## config.mk

```make
export PLATFORM = sky130hd
export DESIGN_NAME = gb3_lane
export DESIGN_NICKNAME = d
export VERILOG_FILES = /design/src/rtl/gb3_pkg.sv /design/src/rtl/gb3_lane.sv
export SDC_FILE = /design/constraint.sdc
export NUM_CORES = 1
export LEC_CHECK = 0
export BUFFER_PORTS_ARGS = -buffer_cell sky130_fd_sc_hd__buf_2
export CORE_UTILIZATION = 40
export DETAILED_ROUTE_END_ITERATION = 12
export PLACE_DENSITY_LB_ADDON = 0.1
export SYNTH_ARGS = -nofsm -noshare
export SYNTH_HDL_FRONTEND = slang
export SYNTH_SLANG_ARGS = --single-unit
```

## constraint.sdc

```tcl
create_clock -name vclk -period 6
set_input_delay 0.9 -clock vclk [all_inputs]
set_output_delay 0.9 -clock vclk [all_outputs]
set_load 0.01 [all_outputs]
```

## src/rtl/gb3_pkg.sv

```systemverilog
`timescale 1ns / 1ps
package gb3_pkg;

	// frame limits and register reset values
	localparam int unsigned GB3_MAX_WIDTH    = 2048;
	localparam int unsigned GB3_MAX_HEIGHT   = 4096;
	localparam int unsigned GB3_WIDTH_RESET  = 640;
	localparam int unsigned GB3_HEIGHT_RESET = 480;

	// configuration port
	localparam int unsigned GB3_WIDTH_BITS  = 12;
	localparam int unsigned GB3_HEIGHT_BITS = 13;
	localparam int unsigned GB3_CFG_W       = 13;
	localparam int unsigned GB3_IDX_W       = 2;
	localparam logic [GB3_IDX_W-1:0] GB3_REG_WIDTH  = 2'd0;
	localparam logic [GB3_IDX_W-1:0] GB3_REG_HEIGHT = 2'd1;

	// input commands
	localparam logic GB3_CMD_PUSH  = 1'b0;
	localparam logic GB3_CMD_DRAIN = 1'b1;

	// pixel layout
	localparam int unsigned GB3_PIX_W    = 8;
	localparam int unsigned GB3_CH       = 3;
	localparam int unsigned GB3_PIX_BITS = GB3_PIX_W * GB3_CH;

	// 3x3 kernel
	localparam int unsigned GB3_K      = 3;
	localparam int unsigned GB3_TAPS   = GB3_K * GB3_K;
	localparam int unsigned GB3_CENTRE = GB3_TAPS / 2;
	localparam int unsigned GB3_WEIGHT [GB3_TAPS] = '{1, 2, 1, 2, 4, 2, 1, 2, 1};
	localparam int unsigned GB3_SHIFT  = 4;
	localparam int unsigned GB3_SUM_W  = GB3_PIX_W + GB3_SHIFT;

	// output queue
	localparam int unsigned GB3_OQ_DEPTH = 4;
	localparam int unsigned GB3_OQ_PTR_W = $clog2(GB3_OQ_DEPTH);
	localparam int unsigned GB3_OQ_CNT_W = $clog2(GB3_OQ_DEPTH + 1);

	// which neighbours lie inside the image
	typedef struct packed {
		logic up;
		logic down;
		logic left;
		logic right;
	} gb3_nbr_t;

	// per item control carried down the pipeline
	typedef struct packed {
		logic     produce;
		gb3_nbr_t nbr;
		logic     last;
	} gb3_ctl_t;

	// one finished output pixel
	typedef struct packed {
		logic [GB3_PIX_W-1:0] red;
		logic [GB3_PIX_W-1:0] green;
		logic [GB3_PIX_W-1:0] blue;
		logic                 last;
	} gb3_result_t;

	// zero means one, anything above the limit is the limit
	function automatic int unsigned gb3_eff_dim(input int unsigned value,
		input int unsigned maxv);
		if (value == 0) begin
			return 1;
		end
		if (value > maxv) begin
			return maxv;
		end
		return value;
	endfunction

endpackage

```

## src/rtl/gb3_lane.sv

```systemverilog
`timescale 1ns / 1ps
module gb3_lane
	import gb3_pkg::*;
(
	input  logic [GB3_TAPS-1:0][GB3_PIX_W-1:0] taps,
	input  gb3_nbr_t                           nbr,
	output logic [GB3_PIX_W-1:0]               pix
);

	logic [GB3_K-1:0]     row_ok;
	logic [GB3_K-1:0]     col_ok;
	logic [GB3_TAPS-1:0]  tap_ok;
	logic [GB3_PIX_W-1:0] tap_val;
	logic [GB3_SUM_W-1:0] acc;

	// outside neighbours fall back to the centre pixel
	assign row_ok = {nbr.down, 1'b1, nbr.up};
	assign col_ok = {nbr.right, 1'b1, nbr.left};

	for (genvar g = 0; g < GB3_TAPS; g++) begin : g_ok
		assign tap_ok[g] = row_ok[g / GB3_K] & col_ok[g % GB3_K];
	end

	// nine tap weighted sum
	always_comb begin
		acc     = '0;
		tap_val = '0;
		for (int i = 0; i < GB3_TAPS; i++) begin
			tap_val = tap_ok[i] ? taps[i] : taps[GB3_CENTRE];
			acc = acc + GB3_SUM_W'(tap_val) * GB3_SUM_W'(GB3_WEIGHT[i]);
		end
	end

	// divide by sixteen, rounding down
	assign pix = acc[GB3_SHIFT +: GB3_PIX_W];

endmodule

```

== Word-level counts from Yosys, hierarchy flattened ==
Cells that the tools add are included.
W data, S select, Z words.

* Bits in registers: 0
* Output and inout port bits: 8

* Add/subtract/negate cells: 8
* Multiplexer cells: 8
* Bitwise logic cells: 4

{| class="wikitable"
|+ Operators with widths
! cell !! number
|-
| $mux W8 || 8
|-
| $add A12 B8 Y12 || 2
|-
| $add A12 B9 Y12 || 2
|-
| $add A11 B9 Y12 || 1
|-
| $add A12 B10 Y12 || 1
|-
| $add A10 B8 Y11 || 1
|-
| $add A8 B9 Y10 || 1
|-
| $and A1 B1 Y1 || 4
|}

== Depth between registers and ports, before layout ==
* Word-level depth: 10
* Gate-level depth with buffers: 16
* Mapped depth without buffers: 15

== Worst setup path after synthesis ==
OpenSTA, ideal clock, no wires.

* Path kind: input -> output
* Start point: input nbr[0] in the netlist's numbering
* End point: output pix[6]
* Slack: 108 ps
* Path buffers: 1
* Data arrival time: 4992 ps
* Required time: 5100 ps
* Cell stages on the path: 14
* Cell sequence: buf_4 -> nand2_1 -> mux2_2 -> fa_1 -> fa_1 -> fa_1 -> inv_1 -> fa_1 -> inv_1 -> ha_1 -> a21o_1 -> a21o_1 -> a221oi_1 -> o311ai_1

* Word-level cells in the longest chain between the ends: 9
* Elaborated cells between the ends (all ways): 12

{| class="wikitable"
|+ Ends and longest elaborated chain
! item !! RTL line !! source
|-
| start, declared || gb3_lane.sv:6 || <nowiki>input gb3_nbr_t nbr,</nowiki>
|-
| $and A1 B1 Y1 || gb3_lane.sv:21 || <nowiki>assign tap_ok[g] = row_ok[g / GB3_K] & col_ok[g % GB3_K];</nowiki>
|-
| $mux W8 || gb3_lane.sv:29 || <nowiki>tap_val = tap_ok[i] ? taps[i] : taps[GB3_CENTRE];</nowiki>
|-
| $add A10 B8 Y11 || gb3_lane.sv:30 || <nowiki>acc = acc + GB3_SUM_W'(tap_val) * GB3_SUM_W'(GB3_WEIGHT[i]);</nowiki>
|-
| $add A11 B9 Y12 || gb3_lane.sv:30 ||
|-
| $add A12 B10 Y12 || gb3_lane.sv:30 ||
|-
| $add A12 B9 Y12 || gb3_lane.sv:30 ||
|-
| $add A12 B8 Y12 || gb3_lane.sv:30 ||
|-
| $add A12 B9 Y12 || gb3_lane.sv:30 ||
|-
| $add A12 B8 Y12 * || gb3_lane.sv:30 ||
|-
| end, declared || gb3_lane.sv:7 || <nowiki>output logic [GB3_PIX_W-1:0] pix</nowiki>
|}

Every way passes the cells marked *; elsewhere a longest branch is shown, timed or not.

== Final worst setup path ==
* Start point: input nbr[2] in the netlist's numbering
* End point: output pix[6]

* Word-level cells in the longest chain between the ends: 5
* Elaborated cells between the ends (all ways): 8

{| class="wikitable"
|+ Ends and longest elaborated chain
! item !! RTL line
|-
| $and A1 B1 Y1 || gb3_lane.sv:21
|-
| $mux W8 || gb3_lane.sv:29
|-
| $add A12 B8 Y12 || gb3_lane.sv:30
|-
| $add A12 B9 Y12 || gb3_lane.sv:30
|-
| $add A12 B8 Y12 * || gb3_lane.sv:30
|}

Marks and branches as above.

==> metrics <==
critical path capture point type primary output; Antenna Cells 0; CP Launch Type input port; worst hold-check path type in2out; P_leak 1.81 nW; fraction of synthesized cell area in xor and xnor cells 1.42%; starting density of the core 41.5%; maximum VDD drop about 1.1 mV; syn_nets roughly 380; Die Y approximately 81 µm; top cells by area, synth fa_1, mux2_2, mux2i_1; CTS Hold Buffers Added 0; Port-buffer cells 84; Crit Path Max Fanout 7; Power Density approximately 720 nW/µm²; CP Data Arrival Time a little under 5 ns; final setup fails 0; worst hold margin about 2.6 ns; sequential area share after synthesis 0%; post-synth top area share 42.1%; sequential cells 0; wire length per cell 13.2 µm; YS warnings 0; DR vias between 2000 and 2500; Post-Syn Area per Cell ~10 µm²; Psw around 0.0012 W; Post-Syn Instances between 200 and 250; Max-cap violations 0; pin count of the biggest net entering global routing 10; wirelength, routed approximately 5.7 mm; post-synthesis compound-gate area fraction under 10%; via-per-instance ratio just under 5; total gr overflow 0; I/O pin cnt 84; Multi-input gate area 2340 µm²; multiplexer share of the synthesized area about 28%; count of pins over their slew limit 0; simple logic cell fraction of the synthesized area roughly 5.0%; first-pass GRT wire length 9.67 mm; Synth-to-Final Area Change 36.4%; RSZ-0062 raised after global routing no; switching share of power 49.4%; routability cong. ~0.78; Fin. Hold Viols 0; Final Critical Period ~5.8 ns; final net count about 500; internal power around 0.0012 W; Synth cell types 32; Core ar. just under 6000 µm²; clock share of power 0%; vias in the first global route roughly 2200; Iter 0 DRT Violations 27; achievable frequency between 150 and 200 MHz; initial antenna violation count 0; status complete, no violations; # rows 28; Core Util, Final 56.6%; relative slew slack approximately four fifths; Chip Width 80.6 µm; antenna violation net count after detailed routing 0; DRC viols 0; crit path kind in2out; part of the power in registers 0%; Post-Synth Adder-Cell Area about half; die area around 6500 µm²; CLK BUF 0; router iterations before antenna repair 4; area leader, netlist fa_1; FF/Latch Area 0 µm²; DP HPWL just under 5 mm; measured slew at the worst slew-check pin approximately 0.31 ns; main combinational cell family by area after synthesis adder cells; Comb pwr share 100.0%; total track usage 19.2%; FILL cells approximately 560; crit share post-route between 90 and 100%; layout cells sized above 1 between 40% and 50%; Worst EP required just over 5 ns; cell area after synthesis 2470 µm²
## synth_stat cells, drive strengths merged, types with 2 or more instances
cell    instances
a221oi          2
o311ai          2
ha             13
buf             4
xnor2           2
nand2           7
nand3           3
nor2            2
mux2i          31
a21oi           6
xor2            2
a21o            3
inv            66
nor3            2
mux2           33
nand4           2
fa             52
## power by group through the flow
stage               combinational (W)  sequential (W)  clock (W)
finish                        0.00243               0          0
global route                  0.00277               0          0
CTS                           0.00216               0          0
detailed placement            0.00214               0          0
global placement              0.00213               0          0
floorplan                     0.00141               0          0
## cell families after synthesis
| group | after synthesis |
|---|---|
| AOI/OAI and AO/OA | 17 |
| xor gates and xnor gates | 4 |
| adders and majority gates | 65 |
| buffers and inverters | 70 |
| muxes | 64 |
| and+or+nand+nor | 23 |
## layer usage
metal  vias to the layer above  wire length (µm)  track usage, %
met4                         0                71            2.32
li1                       1016                 -               -
met1                       998              2300            23.2
met5                         -                 0               0
met3                         6               206           0.341
met2                        54              3090            38.2
## per-stage QoR
step,std cells,cell area [µm²],power (W),worst slack [ns],TNS (ns)
CTS,424,3170,0.00216,0.00977,0
floorplan,243,2470,0.00141,0.108,0
finish,430,3370,0.00243,0.175,0
detailed placement,424,3160,0.00214,-0.0994,-0.309
global route,430,3370,0.00277,0.00192,0
global placement,424,3160,0.00213,-0.0508,-0.117
## worst max-delay path, cell delays in order
cell	delay (ns)
buf_4	0.15
nand2_8	0.10
buf_4	0.12
mux2_4	0.30
fa_1	0.48
fa_1	0.52
fa_1	0.52
inv_1	0.05
fa_1	0.50
inv_2	0.05
ha_4	0.28
nand2_2	0.07
o41ai_4	0.38
buf_4	0.18
a221oi_2	0.05
o311ai_1	0.09
buf_2	0.17
## cell usage in the layout, fill, tap and decap left out, types with 3 or more instances in the layout
cell | Yosys | layout
fa_1 | 52 | 50
buf_4 | 2 | 30
ha_1 | 13 | 11
mux2i_1 | 31 | 28
a21oi_1 | 4 | 4
buf_2 | 2 | 81
inv_1 | 66 | 65
nand3_1 | 3 | 3
mux2_2 | 33 | 31
## layout make-up
class              instances  share of cell area (%)
multi-input cells        173                    69.4
repair buffers           116                    20.5
inverters                 66                    7.35
well taps                 75                    2.78
## path summary, 6_finish.rpt
kind / from / endpoint / slack, ns / cells after the start
setup / recovery: nbr[2] / pix[6] / 0.18 / 17
hold / removal: taps[39] / pix[7] / 2.61 / 5
## what timing repair did
action | CTS | global route
cloned | 0 | 0
pin swaps | 1 | 17
resized for setup | 3 | 34
setup buffers | 0 | 6
endpoints found under the setup margin | 5 | 5
No activity file was read; power rests on OpenSTA's default activity.
