`src/rtl/gb3_pkg.sv`:
```
`timescale 1ns / 1ps
package gb3_pkg;

	// frame limits and register reset values
	localparam int unsigned GB3_MAX_WIDTH    = 2048;
	localparam int unsigned GB3_MAX_HEIGHT   = 4096;
	localparam int unsigned GB3_WIDTH_RESET  = 640;
	localparam int unsigned GB3_HEIGHT_RESET = 480;

	// configuration port
	localparam int unsigned GB3_WIDTH_BITS  = 12;
	localparam int unsigned GB3_HEIGHT_BITS = 13;
	localparam int unsigned GB3_CFG_W       = 13;
	localparam int unsigned GB3_IDX_W       = 2;
	localparam logic [GB3_IDX_W-1:0] GB3_REG_WIDTH  = 2'd0;
	localparam logic [GB3_IDX_W-1:0] GB3_REG_HEIGHT = 2'd1;

	// input commands
	localparam logic GB3_CMD_PUSH  = 1'b0;
	localparam logic GB3_CMD_DRAIN = 1'b1;

	// pixel layout
	localparam int unsigned GB3_PIX_W    = 8;
	localparam int unsigned GB3_CH       = 3;
	localparam int unsigned GB3_PIX_BITS = GB3_PIX_W * GB3_CH;

	// 3x3 kernel
	localparam int unsigned GB3_K      = 3;
	localparam int unsigned GB3_TAPS   = GB3_K * GB3_K;
	localparam int unsigned GB3_CENTRE = GB3_TAPS / 2;
	localparam int unsigned GB3_WEIGHT [GB3_TAPS] = '{1, 2, 1, 2, 4, 2, 1, 2, 1};
	localparam int unsigned GB3_SHIFT  = 4;
	localparam int unsigned GB3_SUM_W  = GB3_PIX_W + GB3_SHIFT;

	// output queue
	localparam int unsigned GB3_OQ_DEPTH = 4;
	localparam int unsigned GB3_OQ_PTR_W = $clog2(GB3_OQ_DEPTH);
	localparam int unsigned GB3_OQ_CNT_W = $clog2(GB3_OQ_DEPTH + 1);

	// which neighbours lie inside the image
	typedef struct packed {
		logic up;
		logic down;
		logic left;
		logic right;
	} gb3_nbr_t;

	// per item control carried down the pipeline
	typedef struct packed {
		logic     produce;
		gb3_nbr_t nbr;
		logic     last;
	} gb3_ctl_t;

	// one finished output pixel
	typedef struct packed {
		logic [GB3_PIX_W-1:0] red;
		logic [GB3_PIX_W-1:0] green;
		logic [GB3_PIX_W-1:0] blue;
		logic                 last;
	} gb3_result_t;

	// zero means one, anything above the limit is the limit
	function automatic int unsigned gb3_eff_dim(input int unsigned value,
		input int unsigned maxv);
		if (value == 0) begin
			return 1;
		end
		if (value > maxv) begin
			return maxv;
		end
		return value;
	endfunction

endpackage

```
`src/rtl/gb3_if.sv`:
```


// blurred pixel output channel
interface gb3_pix_out_if
	import gb3_pkg::*;
();
	logic                 valid;
	logic                 ready;
	logic [GB3_PIX_W-1:0] red_out;
	logic [GB3_PIX_W-1:0] green_out;
	logic [GB3_PIX_W-1:0] blue_out;
	logic                 frame_last;

	modport source (output valid, output red_out, output green_out, output blue_out,
		output frame_last, input ready);
	modport sink (input valid, input red_out, input green_out, input blue_out,
		input frame_last, output ready);
endinterface

```
`src/rtl/gb3_outq.sv`:
```
`timescale 1ns / 1ps
module gb3_outq
	import gb3_pkg::*;
(
	input  logic                    clk,
	input  logic                    arst_n,
	input  logic                    push,
	input  gb3_result_t             push_data,
	output logic [GB3_OQ_CNT_W-1:0] count,
	gb3_pix_out_if.source           out_ch
);

	gb3_result_t             mem_q [GB3_OQ_DEPTH];
	logic [GB3_OQ_PTR_W-1:0] head_q;
	logic [GB3_OQ_PTR_W-1:0] tail_q;
	logic [GB3_OQ_CNT_W-1:0] count_q;
	logic                    pop;

	// output side
	assign pop               = out_ch.valid && out_ch.ready;
	assign out_ch.valid      = count_q != '0;
	assign out_ch.red_out    = mem_q[head_q].red;
	assign out_ch.green_out  = mem_q[head_q].green;
	assign out_ch.blue_out   = mem_q[head_q].blue;
	assign out_ch.frame_last = mem_q[head_q].last;
	assign count             = count_q;

	// storage
	always_ff @(posedge clk) begin
		if (push) begin
			mem_q[tail_q] <= push_data;
		end
	end

	// pointers and fill level
	always_ff @(posedge clk or negedge arst_n) begin
		if (!arst_n) begin
			head_q  <= '0;
			tail_q  <= '0;
			count_q <= '0;
		end else begin
			if (push) begin
				tail_q <= tail_q + GB3_OQ_PTR_W'(1);
			end
			if (pop) begin
				head_q <= head_q + GB3_OQ_PTR_W'(1);
			end
			case ({push, pop})
				2'b10:   count_q <= count_q + GB3_OQ_CNT_W'(1);
				2'b01:   count_q <= count_q - GB3_OQ_CNT_W'(1);
				default: count_q <= count_q;
			endcase
		end
	end

endmodule

```
`src/flat_wrapper.sv`:
```
// flat-port wrapper written by rule: the top's interface ports become plain ports
module gb3_outq_flat import gb3_pkg::*;
  (clk, arst_n, push, push_data, count, out_ch_valid, out_ch_red_out, out_ch_green_out, out_ch_blue_out, out_ch_frame_last, out_ch_ready);
  gb3_pix_out_if out_ch_i ();
  input  logic clk;
  input  logic arst_n;
  input  logic push;
  input  gb3_result_t push_data;
  output logic [GB3_OQ_CNT_W-1:0] count;
  output wire logic [$bits(out_ch_i.valid)-1:0] out_ch_valid;
  output wire logic [$bits(out_ch_i.red_out)-1:0] out_ch_red_out;
  output wire logic [$bits(out_ch_i.green_out)-1:0] out_ch_green_out;
  output wire logic [$bits(out_ch_i.blue_out)-1:0] out_ch_blue_out;
  output wire logic [$bits(out_ch_i.frame_last)-1:0] out_ch_frame_last;
  input wire logic [$bits(out_ch_i.ready)-1:0] out_ch_ready;
  assign out_ch_valid = out_ch_i.valid;
  assign out_ch_red_out = out_ch_i.red_out;
  assign out_ch_green_out = out_ch_i.green_out;
  assign out_ch_blue_out = out_ch_i.blue_out;
  assign out_ch_frame_last = out_ch_i.frame_last;
  assign out_ch_i.ready = out_ch_ready;
  gb3_outq u_core (.clk(clk), .arst_n(arst_n), .push(push), .push_data(push_data), .count(count), .out_ch(out_ch_i));
endmodule
```
`config.mk`:
```
export PLATFORM = sky130hd
export DESIGN_NAME = gb3_outq_flat
export DESIGN_NICKNAME = d
export VERILOG_FILES = /design/src/rtl/gb3_pkg.sv /design/src/rtl/gb3_if.sv /design/src/rtl/gb3_outq.sv /design/src/flat_wrapper.sv
export SDC_FILE = /design/constraint.sdc
export NUM_CORES = 1
export LEC_CHECK = 0
export BUFFER_PORTS_ARGS = -buffer_cell sky130_fd_sc_hd__buf_4
export CORE_MARGIN = 1.5
export CORE_UTILIZATION = 55
export DETAILED_ROUTE_END_ITERATION = 10
export PLACE_DENSITY = 0.83
export SETUP_SLACK_MARGIN = 0.05
export SLEW_MARGIN = 20
export SYNTH_ARGS = -nofsm -noshare
export SYNTH_HDL_FRONTEND = slang
export SYNTH_SLANG_ARGS = --single-unit
```
`constraint.sdc`:
```
create_clock -name clk -period 3.2 [get_ports clk]
set_input_delay 0.16 -clock clk [delete_from_list [all_inputs] [get_ports clk]]
set_output_delay 0.16 -clock clk [all_outputs]
set_load 0.02 [all_outputs]
```
Yosys cells after proc, flatten, opt, wreduce, memory -nomap -nowiden
Memories as Yosys holds them, arrays and structs flattened.
Cells that the tools add are included.
- input bits: 29
- register bits: 7
- memories kept: 1
- memory bits (writable): 100
- memories (memory ; words ; width ; rd ports ; clocked after Yosys merged registers in ; wr ports ; RTL line ; RTL):
    u_core.mem_q ; 4 ; 25 ; 1 ; 0 ; 1 ; gb3_outq.sv:13 ; gb3_result_t mem_q [GB3_OQ_DEPTH];
- mux-type cells: 3
- equality and inequality tests: 2
- reductions and logical operators: 3
- add/subtract/negate cells: 4
- operators with widths (operator ; count):
    one-hot mux 3 bit (2 select lines) ; 1
    adder 2 x 1 -> 2 bit (second input constant) ; 2
    adder 3 x 1 -> 3 bit (second input constant) ; 1
    nonzero test 3 bit ; 1
    subtractor 3 x 1 -> 3 bit (second input constant) ; 1
    == test 2 x 1 -> 1 bit (second input constant) ; 1
    == test 2 bit (second input constant) ; 1
    two-way mux 1 bit ; 2
    nonzero test 2 bit ; 1
    logical AND 1 bit ; 1

Longest topological paths before layout
- word-level depth: 4
- depth in mapped cells: 7
- gate-level depth less buffers: 7

Worst setup path after synthesis
OpenSTA, ideal clock, no wires.
- path type: reg-to-reg
- start point: register u_core.count_q[0], in the netlist u_core.count[0]
- end point: register u_core.count_q[2], in the netlist u_core.count[2]
- buffers on the path: 0
- arrival time: 1.692 ns
- setup time: 0.080 ns
- slack: 1.428 ns
- data required time: 3.120 ns
- cell stages (with the launch flop): 8
- clock period less this slack: 1.772 ns
- cells stage by stage: dfrtp_1 > o31a_1 > ha_1 > inv_1 > fa_1 > xor2_1 > nor2_1 > xor2_1
- longest elaborated chain between the ends: 4
- RTL lines (what ; RTL line ; RTL):
    start, declared ; gb3_outq.sv:16 ; logic [GB3_OQ_CNT_W-1:0] count_q;
    start signal, assigned ; gb3_outq.sv:49 ; 2'b10: count_q <= count_q + GB3_OQ_CNT_W'(1);
    start signal, assigned ; gb3_outq.sv:50 ; 2'b01: count_q <= count_q - GB3_OQ_CNT_W'(1);
    start signal, assigned ; gb3_outq.sv:51 ; default: count_q <= count_q;
    nonzero test 3 bit * ; gb3_outq.sv:21 ; assign out_ch.valid = count_q != '0;
    logical AND 1 bit * ; gb3_outq.sv:20 ; assign pop = out_ch.valid && out_ch.ready;
    net u_core.pop ; gb3_outq.sv:17 ; logic pop;
    == test 2 x 1 -> 1 bit / == test 2 bit (equally long branches) ; gb3_outq.sv:48 ; case ({push, pop})
    one-hot mux 3 bit (2 select lines) / nonzero test 2 bit (equally long branches) ; - ;
Mark *: on every way through the listed nets, which the timed path passes. The rest lies on a longest branch.
A chain may end at the register's enable or synchronous reset.

Worst setup path in the final report
- start point: register u_core.head_q[0]
- end point: output port out_ch_blue_out[1]
- longest elaborated chain between the ends: 1
- RTL lines (what ; RTL line ; RTL):
    start, declared ; gb3_outq.sv:14 ; logic [GB3_OQ_PTR_W-1:0] head_q;
    start signal, assigned ; gb3_outq.sv:46 ; head_q <= head_q + GB3_OQ_PTR_W'(1);
    memory (4 x 25 bit) ; - ;
    end, declared ; flat_wrapper.sv:13 ; output wire logic [$bits(out_ch_i.blue_out)-1:0] out_ch_blue_out;
No other way between the ends.

==> metrics.yaml <==
layout:
  area_growth_syn_to_layout_pct: 24.67
  antenna_cells: 0
  multiInputGateArea_um2: 790.8
  fillers: 448
  nNetsFinal: 292
  drive_above_1_share_pct: 36.64
  finish.instance_area_um2: 5059
  fin_util_pct: 70.50
  seq_area_um2: 3179
timing:
  rsz0062_at_grt: "no"
  period_share_pct: 71.38
  setup_viol: 0
  tightest_slew_ps: 860.8
  hold_viol: 0
  final.setup.worst_slack_ps: 915.9
  relSlewSlack_pct: 42.61
  finalMaxSlewViolations: 0
  fin_skew_ps: 8.635
  fmax_ghz: 0.4378
  finalCriticalPeriod_ps: 2284
  fin_setup_tns_ps: 0
setup_path:
  critPathMaxFanout: 27
  crit_path_end_kind: "output port"
  critPathLaunchType: "register"
  crit_required_ps: 3040
  cp-startpoint: "u_core.head_q[0]$_DFFE_PN0P_"
  r2r_start: "u_core.count[0]$_DFFE_PN0P_"
  worst-setup-path-type: "register to output port"
  arrival_ps: 2120
clock_network:
  numCtsBuffers: 9
  numClockSinks: 107
  cts_root_buf: "clkbuf_8"
  hold_buffers: 22
  clock_path_buffers: 2
  post_cts_resized: 0
  clkTransAtPathRegs_ps: 90
  htreeDepth: 3
  cts_tree: "done"
  clkLatencyLatePin_ps: 350
  cts_setup_buffers: 0
min_path:
  min_path_type: "input pin to register"
  hold_start: "push_data[6]"
global_routing:
  antenna_found_initial: 0
  grt_pass1_vias: 1997
  grtUsageTotal_pct: 18.09
  gr-total-overflow: 0
  grt_max_degree: 28
  grt_pass1_wl_um: 10080
die:
  io_pins: 58
  start_util_pct: 56.55
  die_w_um: 88.89
  die-area_um2: 7901
  core_um2: 7176
  die_h_um: 88.89
  rows: 31
power:
  leakage_nw: 1.831
  ir_drop_mv: 0.4174
  power_density_nw_per_um2: 879.7
  p_total_mw: 4.450
detailed_routing:
  drt-vias-per-instance: 5.188
  totalWireLength_um: 6500
  vias: 1873
  drt_iter0_markers: 99
  wire_per_inst_um: 18.01
  drc: 0
  antenna_left: 0
  dr.pass1.iters: 4
synthesis:
  yosys_register_bits: 107
  synth.distinct_cells: 19
  seq_area_frac_synth_pct: 78.32
  avgSynthCellArea_um2: 24.30
  ys_warn_count: 0
  syn_inst: 167
  syn_nets: 202
  syn_area_um2: 4058
placed_design:
  gp_congestion: 0.6788
  io_buffers: 57
  postPlaceCellArea_um2: 4582
  dpl.hpwl_um: 3928
  place_ws_ps: 1241
status:
  status: "completed"
flow_run:
  drv_cap: 0
[through the flow]
stage	hold slack, ps	std cells
6_report	18.56	361
5_1_grt	1.561	361
4_1_cts	3.048	360
3_5_place_dp	-19.10	322
3_3_place_gp	-21.33	322
2_1_floorplan	-135.6	167
[layout by cell type (no fill, tap or decap)]
master	count
clkinv_1	1
nor2_1	1
and2_1	4
bufinv_16	3
o21ai_0	1
dfrtp_1	6
mux2i_1	1
clkinv_4	1
ha_1	5
xor2_1	4
xnor2_1	2
edfxtp_1	100
o31a_1	1
fa_1	1
or3_1	1
nand2_1	2
dlygate4sd3_1	23
inv_6	1
buf_4	62
clkbuf_8	9
dfrtp_2	1
mux4_2	18
mux4_1	7
inv_8	1
inv_1	6
[flip-flops by register name, summed over array words and instances, names as in the netlist]
signal         flops
u_core.head_q      2
u_core.mem_q     100
u_core.count       3
u_core.tail_q      2
[cell type report]
cell class	count	area share, %
flip-flops and latches	107	62.85
multi-input cells	48	15.63
repair buffers	85	13.75
clock buffers	9	2.449
well taps	99	2.449
clock inverters	7	2.424
inverters	6	0.4452
[cell families after synthesis]
kind of cell	count (synthesis)	synth area share (%)
buffers and inverters	12	2.189
AO/OA/AOI/OAI	2	0.3391
multiplexers	26	14.77
flip-flops	107	78.32
XOR/XNOR	6	1.295
AND/OR/NAND/NOR	8	1.048
adder cells (fa/ha/maj)	6	2.035
[metal layers]
metal / vias up / wire, um / track usage [%]
met5: - / 0 / 0
met4: 0 / 65 / 8.381
met3: 6 / 231 / 3.416
met2: 47 / 3493 / 30.99
met1: 955 / 2708 / 22.66
li1: 865 / - / -
[path summary, 6_finish.rpt]
check,to,slack (ps),cells past startpoint
max in group asynchronous,u_core.head_q[0]$_DFFE_PN0P_,2920,2
worst min register to register,u_core.count[2]$_DFFE_PN0P_,530,1
min in group asynchronous,u_core.count[0]$_DFFE_PN0P_,140,2
worst max register to register,u_core.count[2]$_DFFE_PN0P_,1360,7
worst min-delay path,u_core.mem_q[0][6]$_DFFE_PP_,20,1
worst max-delay path,out_ch_blue_out[1],920,2
[worst max-delay path: stages, from the launching register on]
cell     delay, ps
dfrtp_2        950
mux4_1         650
buf_4          170
[synthesized netlist by cell type]
library cell | number | area share [%]
buf_6 | 1 | 0.28
ha_1 | 5 | 1.5
buf_2 | 3 | 0.37
mux4_2 | 18 | 10
and2_1 | 4 | 0.62
buf_12 | 2 | 0.99
nor2_1 | 1 | 0.092
mux4_1 | 7 | 4.5
nand2_1 | 2 | 0.19
dfrtp_1 | 7 | 4.3
o31a_1 | 1 | 0.22
inv_1 | 6 | 0.56
xor2_1 | 4 | 0.86
o21ai_0 | 1 | 0.12
or3_1 | 1 | 0.15
mux2i_1 | 1 | 0.25
xnor2_1 | 2 | 0.43
edfxtp_1 | 100 | 74
fa_1 | 1 | 0.49
[power by group]
group          internal [mW]  switching, mW
Combinational          0.726          0.716
Sequential              1.84          0.211
Clock                  0.527          0.431
Total                   3.09           1.36
No activity file was read; power rests on OpenSTA's default activity.
